[src/rtl/first_fit_exclusion_coloring_unit_assert.svh]
// ----------------------------------------------------------------------------
// First-fit exclusion coloring unit: assertion macros
// Shorthand for the concurrent checks used in the RTL, clocked on clock and
// disabled while reset is high.
// ----------------------------------------------------------------------------
`ifndef FIRST_FIT_EXCLUSION_COLORING_UNIT_ASSERT_SVH
`define FIRST_FIT_EXCLUSION_COLORING_UNIT_ASSERT_SVH

// same-cycle implication
`define FFEC_ASSERT_IMPL(label, ante, cons) \
   label: assert property (@(posedge clock) disable iff (reset) (ante) |-> (cons)) \
      else $error("ffec check failed");

// next-cycle implication
`define FFEC_ASSERT_NEXT(label, ante, cons) \
   label: assert property (@(posedge clock) disable iff (reset) (ante) |=> (cons)) \
      else $error("ffec check failed");

`endif

[src/rtl/ffec_pkg.sv]
// ----------------------------------------------------------------------------
// ffec_pkg
// Shared types and codes of the first-fit exclusion coloring unit.
// ----------------------------------------------------------------------------
package ffec_pkg;

   // word field widths
   localparam int ACTION_W   = 2;
   localparam int VERTEX_W   = 8;
   localparam int ST_INDEX_W = 5;
   localparam int ST_TOTAL_W = 6;
   localparam int PR_TOTAL_W = 7;
   localparam int ERROR_W    = 2;

   // station search handles this many stations per cycle
   localparam int CHUNK      = 8;
   localparam int CHUNK_BITS = 3;

   localparam logic [ACTION_W-1:0] ACT_LOAD   = 2'd0;
   localparam logic [ACTION_W-1:0] ACT_ASSIGN = 2'd1;
   localparam logic [ACTION_W-1:0] ACT_CLEAR  = 2'd2;

   localparam logic [ERROR_W-1:0] ERR_OK         = 2'd0;
   localparam logic [ERROR_W-1:0] ERR_PAIRS_FULL = 2'd1;
   localparam logic [ERROR_W-1:0] ERR_NO_STATION = 2'd2;

   typedef enum logic [2:0] {
      ST_CLEAR,
      ST_IDLE,
      ST_SCAN,
      ST_SEARCH,
      ST_DONE
   } state_type;

endpackage

[src/rtl/ffec_req_if.sv]
// ----------------------------------------------------------------------------
// ffec_req_if
// Request channel: one word carries an action and two vertex ids.
// ----------------------------------------------------------------------------
interface ffec_req_if;
   logic                             valid;
   logic                             ready;
   logic [ffec_pkg::ACTION_W-1:0]    action;
   logic [ffec_pkg::VERTEX_W-1:0]    vertex_a;
   logic [ffec_pkg::VERTEX_W-1:0]    vertex_b;

   modport source (output valid, action, vertex_a, vertex_b, input ready);
   modport sink   (input valid, action, vertex_a, vertex_b, output ready);
endinterface

[src/rtl/ffec_rsp_if.sv]
// ----------------------------------------------------------------------------
// ffec_rsp_if
// Response channel: one word per request with station and count results.
// ----------------------------------------------------------------------------
interface ffec_rsp_if;
   logic                               valid;
   logic                               ready;
   logic [ffec_pkg::ST_INDEX_W-1:0]    station_index;
   logic [ffec_pkg::ST_TOTAL_W-1:0]    station_total;
   logic [ffec_pkg::PR_TOTAL_W-1:0]    pair_total;
   logic [ffec_pkg::ERROR_W-1:0]       error_code;

   modport source (output valid, station_index, station_total, pair_total, error_code,
                   input ready);
   modport sink   (input valid, station_index, station_total, pair_total, error_code,
                   output ready);
endinterface

[src/rtl/ffec_ram.sv]
// ----------------------------------------------------------------------------
// ffec_ram
// Generic simple dual-port RAM: one write port, one read port, registered read.
// ----------------------------------------------------------------------------
module ffec_ram #(
   parameter int WIDTH = 16,
   parameter int DEPTH = 64
) (
   input  logic                                        clock,
   input  logic                                        wr_en,
   input  logic [((DEPTH > 1) ? $clog2(DEPTH) : 1)-1:0] wr_addr,
   input  logic [WIDTH-1:0]                            wr_data,
   input  logic [((DEPTH > 1) ? $clog2(DEPTH) : 1)-1:0] rd_addr,
   output logic [WIDTH-1:0]                            rd_data
);

   logic [WIDTH-1:0] mem [DEPTH];
   logic [WIDTH-1:0] rd_data_ff;

   always_ff @(posedge clock) begin
      if (wr_en) begin
         mem[wr_addr] <= wr_data;
      end
      rd_data_ff <= mem[rd_addr];
   end

   assign rd_data = rd_data_ff;

endmodule

[src/rtl/first_fit_exclusion_coloring_unit.sv]
// ----------------------------------------------------------------------------
// first_fit_exclusion_coloring_unit
// Greedy first-fit placement of operation ids into stations under pairwise
// exclusion, with a pair store, a vertex-to-station table and a scan sequencer.
// ----------------------------------------------------------------------------
// Steps: load / unknown go straight to the response; assign scans the pair store,
//   one pair per cycle, then searches 8 stations per cycle; clear sweeps the
//   vertex table first.
// Throughput: one word at a time; the next request is taken the cycle after the
//   result enters the response register, which waits while rsp is stalled.
// Reset: synchronous; counts zeroed, then a vertex table sweep.

`include "first_fit_exclusion_coloring_unit_assert.svh"

module first_fit_exclusion_coloring_unit #(
   parameter int MAX_PAIRS    = 64,
   parameter int MAX_STATIONS = 32,
   parameter int ID_BITS      = 8
) (
   input  logic         clock,
   input  logic         reset,
   ffec_req_if.sink     req_chan,
   ffec_rsp_if.source   rsp_chan
);

   // ---------------------------------------------------------------- sizes
   localparam int IdW      = ID_BITS;
   localparam int IdDepth  = 1 << ID_BITS;
   localparam int PairAw   = (MAX_PAIRS > 1) ? $clog2(MAX_PAIRS) : 1;
   localparam int PcW      = $clog2(MAX_PAIRS + 1);
   localparam int SiW      = $clog2(MAX_STATIONS);
   localparam int ScW      = $clog2(MAX_STATIONS + 1);
   localparam int VsW      = SiW + 1;            // {valid, station}
   localparam int Chunks   = (MAX_STATIONS + ffec_pkg::CHUNK - 1) / ffec_pkg::CHUNK;
   localparam int MarkW    = Chunks * ffec_pkg::CHUNK;
   localparam int MarkAw   = $clog2(MarkW);
   localparam int ChW      = (Chunks > 1) ? $clog2(Chunks) : 1;
   localparam int SlotW    = ChW + ffec_pkg::CHUNK_BITS;
   localparam int CmpW     = (SlotW > ScW) ? SlotW : ScW;

   // ---------------------------------------------------------------- state
   ffec_pkg::state_type            state_ff, state_in;
   logic [PcW-1:0]                 pair_count_ff, pair_count_in;
   logic [ScW-1:0]                 station_count_ff, station_count_in;
   logic [IdW-1:0]                 id_ff, id_in;          // id being assigned
   logic [PcW-1:0]                 scan_ff, scan_in;      // next pair address
   logic                           s1_vld_ff, s1_vld_in;  // pair word returning
   logic                           s2_vld_ff, s2_vld_in;  // partner entry returning
   logic [MarkW-1:0]               mark_ff, mark_in;      // stations blocked
   logic [ChW-1:0]                 chunk_ff, chunk_in;
   logic [IdW-1:0]                 clr_addr_ff, clr_addr_in;
   logic                           clr_item_ff, clr_item_in; // sweep owes a word
   logic [SiW-1:0]                 res_idx_ff, res_idx_in;
   logic [ffec_pkg::ERROR_W-1:0]   res_err_ff, res_err_in;

   logic                              rsp_valid_ff, rsp_valid_in;
   logic [ffec_pkg::ST_INDEX_W-1:0]   rsp_idx_ff, rsp_idx_in;
   logic [ffec_pkg::ST_TOTAL_W-1:0]   rsp_stot_ff, rsp_stot_in;
   logic [ffec_pkg::PR_TOTAL_W-1:0]   rsp_ptot_ff, rsp_ptot_in;
   logic [ffec_pkg::ERROR_W-1:0]      rsp_err_ff, rsp_err_in;

   // ---------------------------------------------------------------- memories
   logic                 pair_wr_en;
   logic [PairAw-1:0]    pair_wr_addr;
   logic [2*IdW-1:0]     pair_wr_data;
   logic [PairAw-1:0]    pair_rd_addr;
   logic [2*IdW-1:0]     pair_rd_data;

   logic                 vtx_wr_en;
   logic [IdW-1:0]       vtx_wr_addr;
   logic [VsW-1:0]       vtx_wr_data;
   logic [IdW-1:0]       vtx_rd_addr;
   logic [VsW-1:0]       vtx_rd_data;

   // pair store: {second id, first id}; only entries below pair_count are read
   ffec_ram #(
      .WIDTH (2 * IdW),
      .DEPTH (MAX_PAIRS)
   ) u_pair_ram (
      .clock   (clock),
      .wr_en   (pair_wr_en),
      .wr_addr (pair_wr_addr),
      .wr_data (pair_wr_data),
      .rd_addr (pair_rd_addr),
      .rd_data (pair_rd_data)
   );

   // vertex table: {valid, station}, swept to zero after reset and on clear
   ffec_ram #(
      .WIDTH (VsW),
      .DEPTH (IdDepth)
   ) u_vtx_ram (
      .clock   (clock),
      .wr_en   (vtx_wr_en),
      .wr_addr (vtx_wr_addr),
      .wr_data (vtx_wr_data),
      .rd_addr (vtx_rd_addr),
      .rd_data (vtx_rd_data)
   );

   // ---------------------------------------------------------------- request ids
   logic [IdW-1:0] id_a;
   logic [IdW-1:0] id_b;

   assign id_a = IdW'(req_chan.vertex_a);
   assign id_b = IdW'(req_chan.vertex_b);

   // ---------------------------------------------------------------- scan pipe
   // stage 1: pair word back from the store, pick the partner of the id
   // stage 2: partner's table entry back, mark its station
   logic [IdW-1:0] pair_lo;
   logic [IdW-1:0] pair_hi;
   logic           hit_lo;
   logic           hit_hi;

   assign pair_lo      = pair_rd_data[IdW-1:0];
   assign pair_hi      = pair_rd_data[2*IdW-1:IdW];
   assign hit_lo       = (pair_lo == id_ff);
   assign hit_hi       = (pair_hi == id_ff);
   assign vtx_rd_addr  = hit_lo ? pair_hi : pair_lo;   // pair (a,a) gives a either way
   assign s2_vld_in    = s1_vld_ff && (hit_lo || hit_hi);
   assign pair_rd_addr = PairAw'(scan_ff);

   // ---------------------------------------------------------------- station search
   // eight stations per cycle: lowest one below station_count that is not marked
   logic [ffec_pkg::CHUNK-1:0]      free_vec;
   logic [ffec_pkg::CHUNK_BITS-1:0] pick_j;
   logic                            any_free;

   always_comb begin
      logic [SlotW-1:0] slot;
      free_vec = '0;
      pick_j   = '0;
      for (int j = 0; j < ffec_pkg::CHUNK; j++) begin
         slot        = {chunk_ff, ffec_pkg::CHUNK_BITS'(j)};
         free_vec[j] = !mark_ff[MarkAw'(slot)] && (CmpW'(slot) < CmpW'(station_count_ff));
      end
      for (int j = ffec_pkg::CHUNK - 1; j >= 0; j--) begin
         if (free_vec[j]) begin
            pick_j = ffec_pkg::CHUNK_BITS'(j);
         end
      end
      any_free = |free_vec;
   end

   // ---------------------------------------------------------------- sequencer
   always_ff @(posedge clock) begin
      if (reset) begin
         state_ff         <= ffec_pkg::ST_CLEAR;
         pair_count_ff    <= '0;
         station_count_ff <= '0;
         s1_vld_ff        <= 1'b0;
         s2_vld_ff        <= 1'b0;
         clr_addr_ff      <= '0;
         clr_item_ff      <= 1'b0;
         rsp_valid_ff     <= 1'b0;
      end else begin
         state_ff         <= state_in;
         pair_count_ff    <= pair_count_in;
         station_count_ff <= station_count_in;
         s1_vld_ff        <= s1_vld_in;
         s2_vld_ff        <= s2_vld_in;
         clr_addr_ff      <= clr_addr_in;
         clr_item_ff      <= clr_item_in;
         rsp_valid_ff     <= rsp_valid_in;
      end
   end

   always_ff @(posedge clock) begin
      id_ff       <= id_in;
      scan_ff     <= scan_in;
      mark_ff     <= mark_in;
      chunk_ff    <= chunk_in;
      res_idx_ff  <= res_idx_in;
      res_err_ff  <= res_err_in;
      rsp_idx_ff  <= rsp_idx_in;
      rsp_stot_ff <= rsp_stot_in;
      rsp_ptot_ff <= rsp_ptot_in;
      rsp_err_ff  <= rsp_err_in;
   end

   always_comb begin
      logic [SiW-1:0] new_idx;

      state_in         = state_ff;
      pair_count_in    = pair_count_ff;
      station_count_in = station_count_ff;
      id_in            = id_ff;
      scan_in          = scan_ff;
      s1_vld_in        = 1'b0;
      mark_in          = mark_ff;
      chunk_in         = chunk_ff;
      clr_addr_in      = clr_addr_ff;
      clr_item_in      = clr_item_ff;
      res_idx_in       = res_idx_ff;
      res_err_in       = res_err_ff;
      rsp_valid_in     = rsp_valid_ff && !rsp_chan.ready;
      rsp_idx_in       = rsp_idx_ff;
      rsp_stot_in      = rsp_stot_ff;
      rsp_ptot_in      = rsp_ptot_ff;
      rsp_err_in       = rsp_err_ff;
      req_chan.ready   = 1'b0;
      pair_wr_en       = 1'b0;
      pair_wr_addr     = PairAw'(pair_count_ff);
      pair_wr_data     = {id_b, id_a};
      vtx_wr_en        = 1'b0;
      vtx_wr_addr      = id_ff;
      vtx_wr_data      = '0;
      new_idx          = '0;

      // partner already placed: block its station
      if (s2_vld_ff && vtx_rd_data[SiW]) begin
         mark_in[MarkAw'(vtx_rd_data[SiW-1:0])] = 1'b1;
      end

      unique case (state_ff)
         ffec_pkg::ST_CLEAR: begin
            vtx_wr_en   = 1'b1;
            vtx_wr_addr = clr_addr_ff;
            vtx_wr_data = '0;
            clr_addr_in = clr_addr_ff + IdW'(1);
            if (clr_addr_ff == '1) begin
               clr_item_in = 1'b0;
               state_in    = clr_item_ff ? ffec_pkg::ST_DONE : ffec_pkg::ST_IDLE;
            end
         end

         ffec_pkg::ST_IDLE: begin
            req_chan.ready = 1'b1;
            if (req_chan.valid) begin
               res_idx_in = '0;
               res_err_in = ffec_pkg::ERR_OK;
               state_in   = ffec_pkg::ST_DONE;
               case (req_chan.action)
                  ffec_pkg::ACT_LOAD: begin
                     if (pair_count_ff < PcW'(MAX_PAIRS)) begin
                        pair_wr_en    = 1'b1;
                        pair_count_in = pair_count_ff + PcW'(1);
                     end else begin
                        res_err_in = ffec_pkg::ERR_PAIRS_FULL;
                     end
                  end
                  ffec_pkg::ACT_ASSIGN: begin
                     id_in    = id_a;
                     scan_in  = '0;
                     mark_in  = '0;
                     chunk_in = '0;
                     state_in = ffec_pkg::ST_SCAN;
                  end
                  ffec_pkg::ACT_CLEAR: begin
                     pair_count_in    = '0;
                     station_count_in = '0;
                     clr_addr_in      = '0;
                     clr_item_in      = 1'b1;
                     state_in         = ffec_pkg::ST_CLEAR;
                  end
                  default: begin
                     // unknown action: nothing changes
                  end
               endcase
            end
         end

         ffec_pkg::ST_SCAN: begin
            if (scan_ff != pair_count_ff) begin
               s1_vld_in = 1'b1;
               scan_in   = scan_ff + PcW'(1);
            end else if (!s1_vld_ff && !s2_vld_ff) begin
               state_in = ffec_pkg::ST_SEARCH;
            end
         end

         ffec_pkg::ST_SEARCH: begin
            if (any_free) begin
               new_idx     = SiW'({chunk_ff, pick_j});
               vtx_wr_en   = 1'b1;
               vtx_wr_data = {1'b1, new_idx};
               res_idx_in  = new_idx;
               res_err_in  = ffec_pkg::ERR_OK;
               state_in    = ffec_pkg::ST_DONE;
            end else if (chunk_ff == ChW'(Chunks - 1)) begin
               if (station_count_ff < ScW'(MAX_STATIONS)) begin
                  // every open station blocked: open a new one
                  new_idx          = SiW'(station_count_ff);
                  station_count_in = station_count_ff + ScW'(1);
                  vtx_wr_en        = 1'b1;
                  vtx_wr_data      = {1'b1, new_idx};
                  res_idx_in       = new_idx;
                  res_err_in       = ffec_pkg::ERR_OK;
               end else begin
                  res_idx_in = '0;
                  res_err_in = ffec_pkg::ERR_NO_STATION;
               end
               state_in = ffec_pkg::ST_DONE;
            end else begin
               chunk_in = chunk_ff + ChW'(1);
            end
         end

         ffec_pkg::ST_DONE: begin
            if (!rsp_valid_ff || rsp_chan.ready) begin
               rsp_valid_in = 1'b1;
               rsp_idx_in   = ffec_pkg::ST_INDEX_W'(res_idx_ff);
               rsp_stot_in  = ffec_pkg::ST_TOTAL_W'(station_count_ff);
               rsp_ptot_in  = ffec_pkg::PR_TOTAL_W'(pair_count_ff);
               rsp_err_in   = res_err_ff;
               state_in     = ffec_pkg::ST_IDLE;
            end
         end

         default: begin
            state_in = ffec_pkg::ST_IDLE;
         end
      endcase
   end

   // ---------------------------------------------------------------- response word
   assign rsp_chan.valid         = rsp_valid_ff;
   assign rsp_chan.station_index = rsp_idx_ff;
   assign rsp_chan.station_total = rsp_stot_ff;
   assign rsp_chan.pair_total    = rsp_ptot_ff;
   assign rsp_chan.error_code    = rsp_err_ff;

   // ---------------------------------------------------------------- checks
   `FFEC_ASSERT_IMPL(a_station_bound, 1'b1, station_count_ff <= ScW'(MAX_STATIONS))
   `FFEC_ASSERT_IMPL(a_pair_bound, 1'b1, pair_count_ff <= PcW'(MAX_PAIRS))
   `FFEC_ASSERT_IMPL(a_pipe_in_scan, s1_vld_ff || s2_vld_ff, state_ff == ffec_pkg::ST_SCAN)
   `FFEC_ASSERT_IMPL(a_no_station_full,
      state_ff == ffec_pkg::ST_DONE && res_err_ff == ffec_pkg::ERR_NO_STATION,
      station_count_ff == ScW'(MAX_STATIONS))
   `FFEC_ASSERT_NEXT(a_scan_done_to_search,
      state_ff == ffec_pkg::ST_SCAN && scan_ff == pair_count_ff && !s1_vld_ff && !s2_vld_ff,
      state_ff == ffec_pkg::ST_SEARCH && chunk_ff == '0)

endmodule
[src/flat_wrapper.sv]
// flat-port wrapper written by rule: the top's interface ports become plain ports
module first_fit_exclusion_coloring_unit_flat 
#(
   parameter int MAX_PAIRS    = 64,
   parameter int MAX_STATIONS = 32,
   parameter int ID_BITS      = 8
)
  (clock, reset, req_chan_valid, req_chan_action, req_chan_vertex_a, req_chan_vertex_b, req_chan_ready, rsp_chan_valid, rsp_chan_station_index, rsp_chan_station_total, rsp_chan_pair_total, rsp_chan_error_code, rsp_chan_ready);
  ffec_req_if req_chan_i ();
  ffec_rsp_if rsp_chan_i ();
  input  logic clock;
  input  logic reset;
  input wire logic [$bits(req_chan_i.valid)-1:0] req_chan_valid;
  input wire logic [$bits(req_chan_i.action)-1:0] req_chan_action;
  input wire logic [$bits(req_chan_i.vertex_a)-1:0] req_chan_vertex_a;
  input wire logic [$bits(req_chan_i.vertex_b)-1:0] req_chan_vertex_b;
  output wire logic [$bits(req_chan_i.ready)-1:0] req_chan_ready;
  output wire logic [$bits(rsp_chan_i.valid)-1:0] rsp_chan_valid;
  output wire logic [$bits(rsp_chan_i.station_index)-1:0] rsp_chan_station_index;
  output wire logic [$bits(rsp_chan_i.station_total)-1:0] rsp_chan_station_total;
  output wire logic [$bits(rsp_chan_i.pair_total)-1:0] rsp_chan_pair_total;
  output wire logic [$bits(rsp_chan_i.error_code)-1:0] rsp_chan_error_code;
  input wire logic [$bits(rsp_chan_i.ready)-1:0] rsp_chan_ready;
  assign req_chan_i.valid = req_chan_valid;
  assign req_chan_i.action = req_chan_action;
  assign req_chan_i.vertex_a = req_chan_vertex_a;
  assign req_chan_i.vertex_b = req_chan_vertex_b;
  assign req_chan_ready = req_chan_i.ready;
  assign rsp_chan_valid = rsp_chan_i.valid;
  assign rsp_chan_station_index = rsp_chan_i.station_index;
  assign rsp_chan_station_total = rsp_chan_i.station_total;
  assign rsp_chan_pair_total = rsp_chan_i.pair_total;
  assign rsp_chan_error_code = rsp_chan_i.error_code;
  assign rsp_chan_i.ready = rsp_chan_ready;
  first_fit_exclusion_coloring_unit #(.MAX_PAIRS(MAX_PAIRS), .MAX_STATIONS(MAX_STATIONS), .ID_BITS(ID_BITS)) u_core (.clock(clock), .reset(reset), .req_chan(req_chan_i), .rsp_chan(rsp_chan_i));
endmodule
[config.mk]
export PLATFORM = sky130hd
export DESIGN_NAME = first_fit_exclusion_coloring_unit_flat
export DESIGN_NICKNAME = d
export VERILOG_FILES = /design/src/rtl/ffec_pkg.sv /design/src/rtl/ffec_req_if.sv /design/src/rtl/ffec_rsp_if.sv /design/src/rtl/ffec_ram.sv /design/src/rtl/first_fit_exclusion_coloring_unit.sv /design/src/flat_wrapper.sv
export VERILOG_INCLUDE_DIRS = /design/src /design/src/rtl
export SDC_FILE = /design/constraint.sdc
export NUM_CORES = 2
export LEC_CHECK = 0
export BUFFER_PORTS_ARGS = -buffer_cell sky130_fd_sc_hd__buf_2
export CAP_MARGIN = 30
export CORE_UTILIZATION = 40
export CTS_BUF_LIST = sky130_fd_sc_hd__clkbuf_16
export DETAILED_ROUTE_END_ITERATION = 8
export HOLD_SLACK_MARGIN = 0.08
export PLACE_DENSITY = 0.51
export SLEW_MARGIN = 0
export SYNTH_ARGS = -nofsm -noshare
export SYNTH_HDL_FRONTEND = slang
export SYNTH_SLANG_ARGS = --single-unit
[constraint.sdc]
create_clock -name clock -period 20.3 [get_ports clock]
set_input_delay 2.03 -clock clock [delete_from_list [all_inputs] [get_ports clock]]
set_output_delay 2.03 -clock clock [all_outputs]
set_load 0.1 [all_outputs]
Yosys cells after proc, flatten, opt, wreduce, memory -nomap -nowiden
Memories as Yosys holds them, arrays and structs flattened. A register that Yosys moved wholly into a read port is not among the register bits.
Index checks and enable logic that the tools add are counted.
Word-level totals
  RAM bits: 2560
  input port bits: 22
  bits in read-only memories: 0
  register bits after elaboration: 104
  word-level logic and storage cells: 215
  output and inout bits: 22
  latch bits: 0
  memories kept: 2
Memories
  u_core.u_vtx_ram.mem: depth 256, width 6, rd ports 1, clocked after Yosys merged registers in 1, write ports 1, RTL line ffec_ram.sv:17  | logic [WIDTH-1:0] mem [DEPTH];
  u_core.u_pair_ram.mem: depth 64, width 16, rd ports 1, clocked after Yosys merged registers in 1, write ports 1, RTL line ffec_ram.sv:17
Cells by class
  add/subtract/negate cells: 5
  multiply operators: 0
  magnitude comparators: 20
  reductions and logical operators: 45
  muxes and demuxes: 98
  equality and inequality tests: 25
  bitwise logic cells: 2
  shift-type cells: 0
  div/mod/pow operators: 0
Operators with widths (count)
  32-bit two-way mux: 4
  5-bit by 6-bit less-than comparator with 1-bit output (second input constant): 9
  6-bit two-way mux: 9
  5-bit by 6-bit less-than comparator with 1-bit output: 8
  3-bit two-way mux: 16
  8-bit two-way mux: 4
  32-bit bitwise OR: 1
  1-bit two-way mux: 28
  7-bit two-way mux: 4
  7-bit case mux with 2 select lines: 2
  5-bit two-way mux: 4
  2-bit two-way mux: 9
  1-bit binary-select mux with 2-bit select: 8
  8-bit == test: 2
  8-bit case mux with 2 select lines: 1
  3-bit case mux with 5 select lines: 1
  7-bit by 1-bit adder with 7-bit output (second input constant): 2
  2-bit by 1-bit inequality test with 1-bit output (second input constant): 7
  1-bit logical AND: 13
  1-bit logical NOT: 12
  2-bit inequality test (second input constant): 6
  6-bit case mux with 2 select lines: 1
  4-bit AND reduction: 3
  6-bit AND reduction: 2
  29 further kinds: 39

Depth between registers and ports, before layout
  depth in word-level cells: 14
  depth in mapped cells: 16
  mapped depth without buffers: 12

Cells and area by module
Synthesis repeated with hierarchy kept, for this count alone.
Second synthesis, totals
  cell total of the unflattened synthesis: 5305
  area total of the unflattened synthesis: 105261.0 um2
Modules (own cells, without submodules)
  ffec_ram (u_core.u_vtx_ram): cells an instance 2964, area an instance 60073.9 um2, seq. area each 46244.4 um2, instances 1
  ffec_ram (u_core.u_pair_ram): cells an instance 1835, area an instance 40075.9 um2, seq. area each 31069.8 um2, instances 1
  first_fit_exclusion_coloring_unit: cells an instance 506, area an instance 5111.2 um2, seq. area each 2522.4 um2, instances 1

Worst setup path before layout
No wires, ideal clock.
  path type: register to register
  start: register u_core.chunk_ff[0]
  end: memory u_core.u_vtx_ram.mem[0][0] (netlist bit) (data pin)
  data required time: 18.027 ns
  arrival time: 12.526 ns
  period minus slack after synthesis: 14.799 ns
  path slack: 5.501 ns
  library setup time: 2.273 ns
  buffers on the path: 1
  stages on the path, launching flop included: 13
  cell sequence: edfxtp_1 > buf_6 > inv_1 > ha_1 > nor2b_1 > o21ai_0 > a21oi_1 > o21a_1 > nand3_2 > nor2_1 > nand2_1 > a21oi_1 > a21boi_0
Between the ends
  longest elaborated chain between the ends: 14
  elaborated cells on any way between the ends: 53
  classes of those cells: 8 x order compare; 1 x eq/ne; 27 x mux; 17 x reduce/logical
RTL lines
  start, declared: RTL line first_fit_exclusion_coloring_unit.sv:50  | logic [ChW-1:0] chunk_ff, chunk_in;
  start signal, assigned: RTL line first_fit_exclusion_coloring_unit.sv:173  | chunk_ff <= chunk_in;
  parallel branches: the longest is 12 deep, another holds 5-bit by 6-bit less-than comparator with 1-bit output
  6-bit two-way mux *: RTL line first_fit_exclusion_coloring_unit.sv:274  | if (any_free) begin
  6-bit two-way mux *: RTL line first_fit_exclusion_coloring_unit.sv:216  | unique case (state_ff)
  named net u_core.u_vtx_ram.wr_data[0]: RTL line ffec_ram.sv:12  | input logic [WIDTH-1:0] wr_data,
  end, declared: RTL line ffec_ram.sv:17
Mark *: on every way through the listed nets, which the timed path passes. The select of a mux whose other input is x is not followed.

Worst setup path after layout
  start: register u_core.u_pair_ram.rd_data_ff[0], in the netlist u_core.u_pair_ram.rd_data[0], read port of u_core.u_pair_ram.mem
  end: register u_core.u_vtx_ram.rd_data_ff[0], in the netlist u_core.u_vtx_ram.rd_data[0], read port of u_core.u_vtx_ram.mem
Between the ends
  longest elaborated chain between the ends: 2
RTL lines
  start, declared: RTL line ffec_ram.sv:18  | logic [WIDTH-1:0] rd_data_ff;
  8-bit == test: RTL line first_fit_exclusion_coloring_unit.sv:118  | assign hit_lo = (pair_lo == id_ff);
  8-bit two-way mux *: RTL line first_fit_exclusion_coloring_unit.sv:120  | assign vtx_rd_addr = hit_lo ? pair_hi : pair_lo;
  end, declared: RTL line ffec_ram.sv:18
Every way passes the cells marked *; elsewhere a longest branch is shown, timed or not.
A chain may end at the register's enable or synchronous reset.

==> impl_results.html <==
<table>
<tr><th>Metric</th><th>Value</th></tr>
<tr><th colspan="2">Global routing</th></tr>
<tr><td>First-pass GRT wire length</td><td>462000 um</td></tr>
<tr><td>GRT Residual Overflow</td><td>0</td></tr>
<tr><td>Initial antenna violation count</td><td>11</td></tr>
<tr><td>Largest net degree at the start of global routing</td><td>between 150 and 200</td></tr>
<tr><td>Total track usage</td><td>24.0%</td></tr>
<tr><td>Via count of the first global-routing pass</td><td>just over 60000</td></tr>
<tr><th colspan="2">Timing</th></tr>
<tr><td>Fin Hold WS</td><td>approximately 0.42 ns</td></tr>
<tr><td>Highest clock frequency the design can meet</td><td>between 0.15 and 0.2 GHz</td></tr>
<tr><td>Setup clock skew after layout</td><td>between 0.05 and 0.06 ns</td></tr>
<tr><td>TNS Setup</td><td>0 ns</td></tr>
<tr><td>Minimum clock period</td><td>6.41 ns</td></tr>
<tr><td>Headroom to the max-slew limit</td><td>around 22%</td></tr>
<tr><td>Total count of max-transition violations in the final report</td><td>0</td></tr>
<tr><td>Worst-margin pin slew</td><td>around 1.2 ns</td></tr>
<tr><td>Ratio of final minimum period to clock period</td><td>a little under a third</td></tr>
<tr><td>Setup repair after global routing missed its margin</td><td>no</td></tr>
<tr><td>Count of final hold-check violations</td><td>0</td></tr>
<tr><td>Setup ws final</td><td>between 10 and 15 ns</td></tr>
<tr><td>Number of endpoints failing setup at the final stage</td><td>0</td></tr>
<tr><th colspan="2">Synthesis</th></tr>
<tr><td>Async set-reset flop share out of synthesis</td><td>0%</td></tr>
<tr><td>Synth Warn #</td><td>0</td></tr>
<tr><td>Number of enable-type register cells in the synthesized netlist</td><td>~2600</td></tr>
<tr><td>Cell area after synthesis</td><td>around 110000 um2</td></tr>
<tr><td>Prevailing post-synth register cell</td><td>edfxtp_1</td></tr>
<tr><td>Biggest area contributors in the synthesized netlist</td><td>edfxtp_1 (73%), mux4_2 (7.8%), nand2_1 (3.2%)</td></tr>
<tr><td>Mean instance size in the synthesized netlist</td><td>between 15 and 20 um2</td></tr>
<tr><td>Number of distinct standard cells referenced by the synthesized netlist</td><td>90</td></tr>
<tr><td>Fraction of the yosys area taken by sequential cells</td><td>74.7%</td></tr>
<tr><td>Post-synthesis cell count</td><td>6540</td></tr>
<tr><td>Area fraction of the dominant cell type after synthesis</td><td>between 70% and 80%</td></tr>
<tr><td>Number of flip-flops and latches in the synthesized netlist</td><td>around 2700</td></tr>
<tr><td>Cell accounting for the most synthesized area</td><td>edfxtp_1</td></tr>
<tr><td>Synthesized netlist net count</td><td>6576</td></tr>
<tr><th colspan="2">Floorplan</th></tr>
<tr><td>Die width</td><td>~520 um</td></tr>
<tr><td>I/O pin total</td><td>44</td></tr>
<tr><td>Area of the die</td><td>approximately 270000 um2</td></tr>
<tr><td>Die height</td><td>519 um</td></tr>
<tr><td>Initial cell density of the core</td><td>between 40% and 50%</td></tr>
<tr><td>Number of core rows</td><td>roughly 190</td></tr>
<tr><td>Floorplan Core Area</td><td>266000 um2</td></tr>
<tr><th colspan="2">Detailed routing</th></tr>
<tr><td>Iter 0 DRT Violations</td><td>a little under 8000</td></tr>
<tr><td>Total via count after detailed routing</td><td>roughly 62000</td></tr>
<tr><td>First drt pass iteration count</td><td>6</td></tr>
<tr><td>Antenna-violating nets left</td><td>0</td></tr>
<tr><td>Total Routed Length</td><td>~330000 um</td></tr>
<tr><td>DRC errors left</td><td>0</td></tr>
<tr><td>Post-DR vias/cell</td><td>5.96</td></tr>
<tr><td>WL/cell</td><td>31.3 um</td></tr>
<tr><th colspan="2">Run</th></tr>
<tr><td>Number of max-cap violations</td><td>0</td></tr>
<tr><th colspan="2">Clock network</th></tr>
<tr><td>Clock Tree Buf Depth</td><td>4</td></tr>
<tr><td># clock sinks</td><td>between 2000 and 3000</td></tr>
<tr><td>TritonCTS clock tree</td><td>done</td></tr>
<tr><td>Resize count post-CTS</td><td>0</td></tr>
<tr><td>Hold bufs inserted after CTS</td><td>0</td></tr>
<tr><td>Clock root buffer master</td><td>clkbuf_16</td></tr>
<tr><td>Reg clk slew, reported paths</td><td>around 0.060 ns</td></tr>
<tr><td>Number of H-tree branching levels</td><td>5</td></tr>
<tr><td>Post-CTS Repair Setup Buffers</td><td>0</td></tr>
<tr><td>Total CTS buffers</td><td>~290</td></tr>
<tr><td>Clk_lat worst skew</td><td>about 0.85 ns</td></tr>
<tr><th colspan="2">Power and ir drop</th></tr>
<tr><td>Internal power</td><td>around 0.009 W</td></tr>
<tr><td>Switching Share</td><td>between 20% and 30%</td></tr>
<tr><td>Sequential Power Share</td><td>a little over half</td></tr>
<tr><td>Peak supply drop</td><td>slightly above 0.08 mV</td></tr>
<tr><td>Leakage power</td><td>~39 nW</td></tr>
<tr><td>Total net switching power</td><td>between 0.002 and 0.0025 W</td></tr>
<tr><td>Power density over the cells</td><td>92.6 nW/um2</td></tr>
<tr><td>Clock network fraction of design power</td><td>45.7%</td></tr>
<tr><td>Proportion of power drawn by combinational gates</td><td>less than 1%</td></tr>
<tr><th colspan="2">Worst setup path</th></tr>
<tr><td>Worst Path Class, Setup</td><td>reg2reg</td></tr>
<tr><td>Critical path data required time</td><td>between 20 and 25 ns</td></tr>
<tr><td>Critical Path Source</td><td>u_core.u_pair_ram.rd_data[0]</td></tr>
<tr><td>Highest net fanout along the worst path</td><td>130</td></tr>
<tr><td>Worst Setup Start Kind</td><td>flop</td></tr>
<tr><td>Worst flop-to-flop path startpoint</td><td>u_core.u_pair_ram.rd_data[0]</td></tr>
<tr><td>Arrival time reported for the critical path endpoint</td><td>around 7 ns</td></tr>
<tr><td>Setup crit end kind</td><td>flop</td></tr>
<tr><th colspan="2">Placement</th></tr>
<tr><td>Port-buffer cells</td><td>43</td></tr>
<tr><td>Worst-case setup slack after placement</td><td>~14 ns</td></tr>
<tr><td>RD Place Congestion</td><td>between 0.8 and 0.9</td></tr>
<tr><td>DP Wirelength</td><td>slightly below 200000 um</td></tr>
<tr><td>Number of placed instances with taps included</td><td>just under 10000</td></tr>
<tr><th colspan="2">Finish</th></tr>
<tr><td>Synth-to-Final Area Change</td><td>13.6%</td></tr>
<tr><td>Most common cell after layout, fill and taps aside</td><td>edfxtp_1</td></tr>
<tr><td>Post-route non-filler standard cell count</td><td>10455</td></tr>
<tr><td>Number of nets in the layout</td><td>approximately 6700</td></tr>
<tr><td>Most used cells in the layout excluding fill and tap cells</td><td>edfxtp_1 (2604), nand2_1 (914), nor2_1 (391), mux4_2 (372), clkbuf_16 (298)</td></tr>
<tr><td>Final design utilization</td><td>a little under half</td></tr>
<tr><td>Layout cells sized above 1</td><td>about 17%</td></tr>
<tr><th colspan="2">Outcome</th></tr>
<tr><td>Outcome</td><td>complete, no violations</td></tr>
<tr><th colspan="2">Min path</th></tr>
<tr><td>Type of the most critical hold path</td><td>reg2reg</td></tr>
<tr><td>Critical hold path startpoint</td><td>u_core.res_idx_ff[4]</td></tr>
</table>
[kinds of logic (layout without fill, tap and decap cells)]
family | after synthesis | after routing | synth area share (%)
compound gates | 919 | 919 | 6.00
xor+xnor | 42 | 42 | 0.344
other cells | 0 | 8 | 0
mux | 487 | 487 | 8.93
buf+inv | 454 | 828 | 1.85
simple gates | 1938 | 1938 | 8.05
flops | 2686 | 2686 | 74.7
fa+ha+maj | 14 | 14 | 0.164
[metrics by stage]
step                      power [W]  cell area, um2
after floorplan             0.00616          107000
after global placement      0.00622          112000
after global routing         0.0115          121000
after detailed placement    0.00622          112000
after CTS                    0.0113          121000
final                        0.0112          121000
[sequential cells by signal, summed over array words and instances (netlist names), 2 cells and up]
name and count:
u_core.rsp_chan.pair_total 7, u_core.clr_addr_ff 8, u_core.u_vtx_ram.mem 1536, u_core.res_idx_ff 5
u_core.scan_ff 7, u_core.res_err_ff 2, u_core.chunk_ff 2, u_core.rsp_chan.error_code 2
u_core.state_ff 3, u_core.rsp_chan.station_index 5, u_core.rsp_chan.station_total 6, u_core.station_count_ff 6
u_core.pair_count_ff 7, u_core.u_pair_ram.mem 1024, u_core.u_pair_ram.rd_data 16, u_core.u_vtx_ram.rd_data 6
u_core.mark_ff 32, u_core.id_ff 8
[worst max-delay path: stages (launching register included)]
cell and delay [ns]:
dfxtp_1 0.68, xnor2_1 0.24, nand4_2 0.53, o21ai_4 0.29, buf_4 0.50, nand2_4 0.45, buf_12 0.41, buf_12 0.29
buf_4 0.47, a211oi_1 0.34, a31oi_1 0.11, o211ai_1 0.68, o2111ai_1 0.50, nor4_1 0.37, a32oi_1 0.15
[final timing paths]
path              cells past startpoint                               end  slack (ns)
setup / recovery                     14       u_core.u_vtx_ram.rd_data[0]       13.89
hold / removal                        0  u_core.rsp_chan.station_index[4]        0.42
hold reg to reg                       0  u_core.rsp_chan.station_index[4]        0.42
setup reg to reg                     14       u_core.u_vtx_ram.rd_data[0]       13.89
[power groups by stage]
stage	clock [W]	combinational (W)	sequential [W]
after CTS	0.00522	0.0000740	0.00603
after floorplan	0	0.0000142	0.00615
after detailed placement	0	0.0000741	0.00615
after global placement	0	0.0000694	0.00615
final	0.00514	0.0000742	0.00603
after global routing	0.00542	0.0000784	0.00603
[per-layer routing]
layer | part of all wire (%) | vias to the layer above | routed length (um) | track usage (%)
met5 | 0 | - | 0 | 0
met1 | 44 | 32966 | 143000 | 35.1
met2 | 45 | 2690 | 148000 | 36.2
li1 | - | 26188 | - | -
met4 | 2.5 | 0 | 8170 | 6.27
met3 | 8.7 | 460 | 28500 | 5.00
[cell type report]
class	instances	area, um2
repair buffers	281	2400
clock inverters	230	1730
fillers	23018	144000
well taps	3533	4420
inverters	19	71.3
diodes	8	20.0
multi-input cells	3400	25500
flip-flops and latches	2686	79800
clock buffers	298	7460
[synth_stat cells, types with 7 or more instances]
library cell / n
a22oi_1: 24
nor4_1: 24
and2_1: 7
mux2_2: 18
o211ai_1: 15
o221ai_1: 14
mux4_2: 372
nor2b_1: 9
nand3_1: 184
a31oi_1: 139
nor2_1: 419
mux2i_1: 96
edfxtp_1: 2604
nor3_1: 51
nand2b_1: 14
o2111ai_1: 8
o22ai_1: 18
a21oi_1: 159
ha_1: 14
buf_1: 56
a221oi_1: 16
dfxtp_1: 82
buf_2: 155
nand3b_1: 12
nand2_1: 917
clkbuf_1: 206
a211oi_1: 215
xor2_1: 17
a2111oi_0: 27
buf_4: 12
a32oi_1: 14
nand4_1: 37
a311oi_1: 90
o21ai_0: 94
and3_1: 218
o32ai_1: 7
xnor2_1: 25
inv_1: 19
Note: power is estimated with default switching activity, not from simulation.
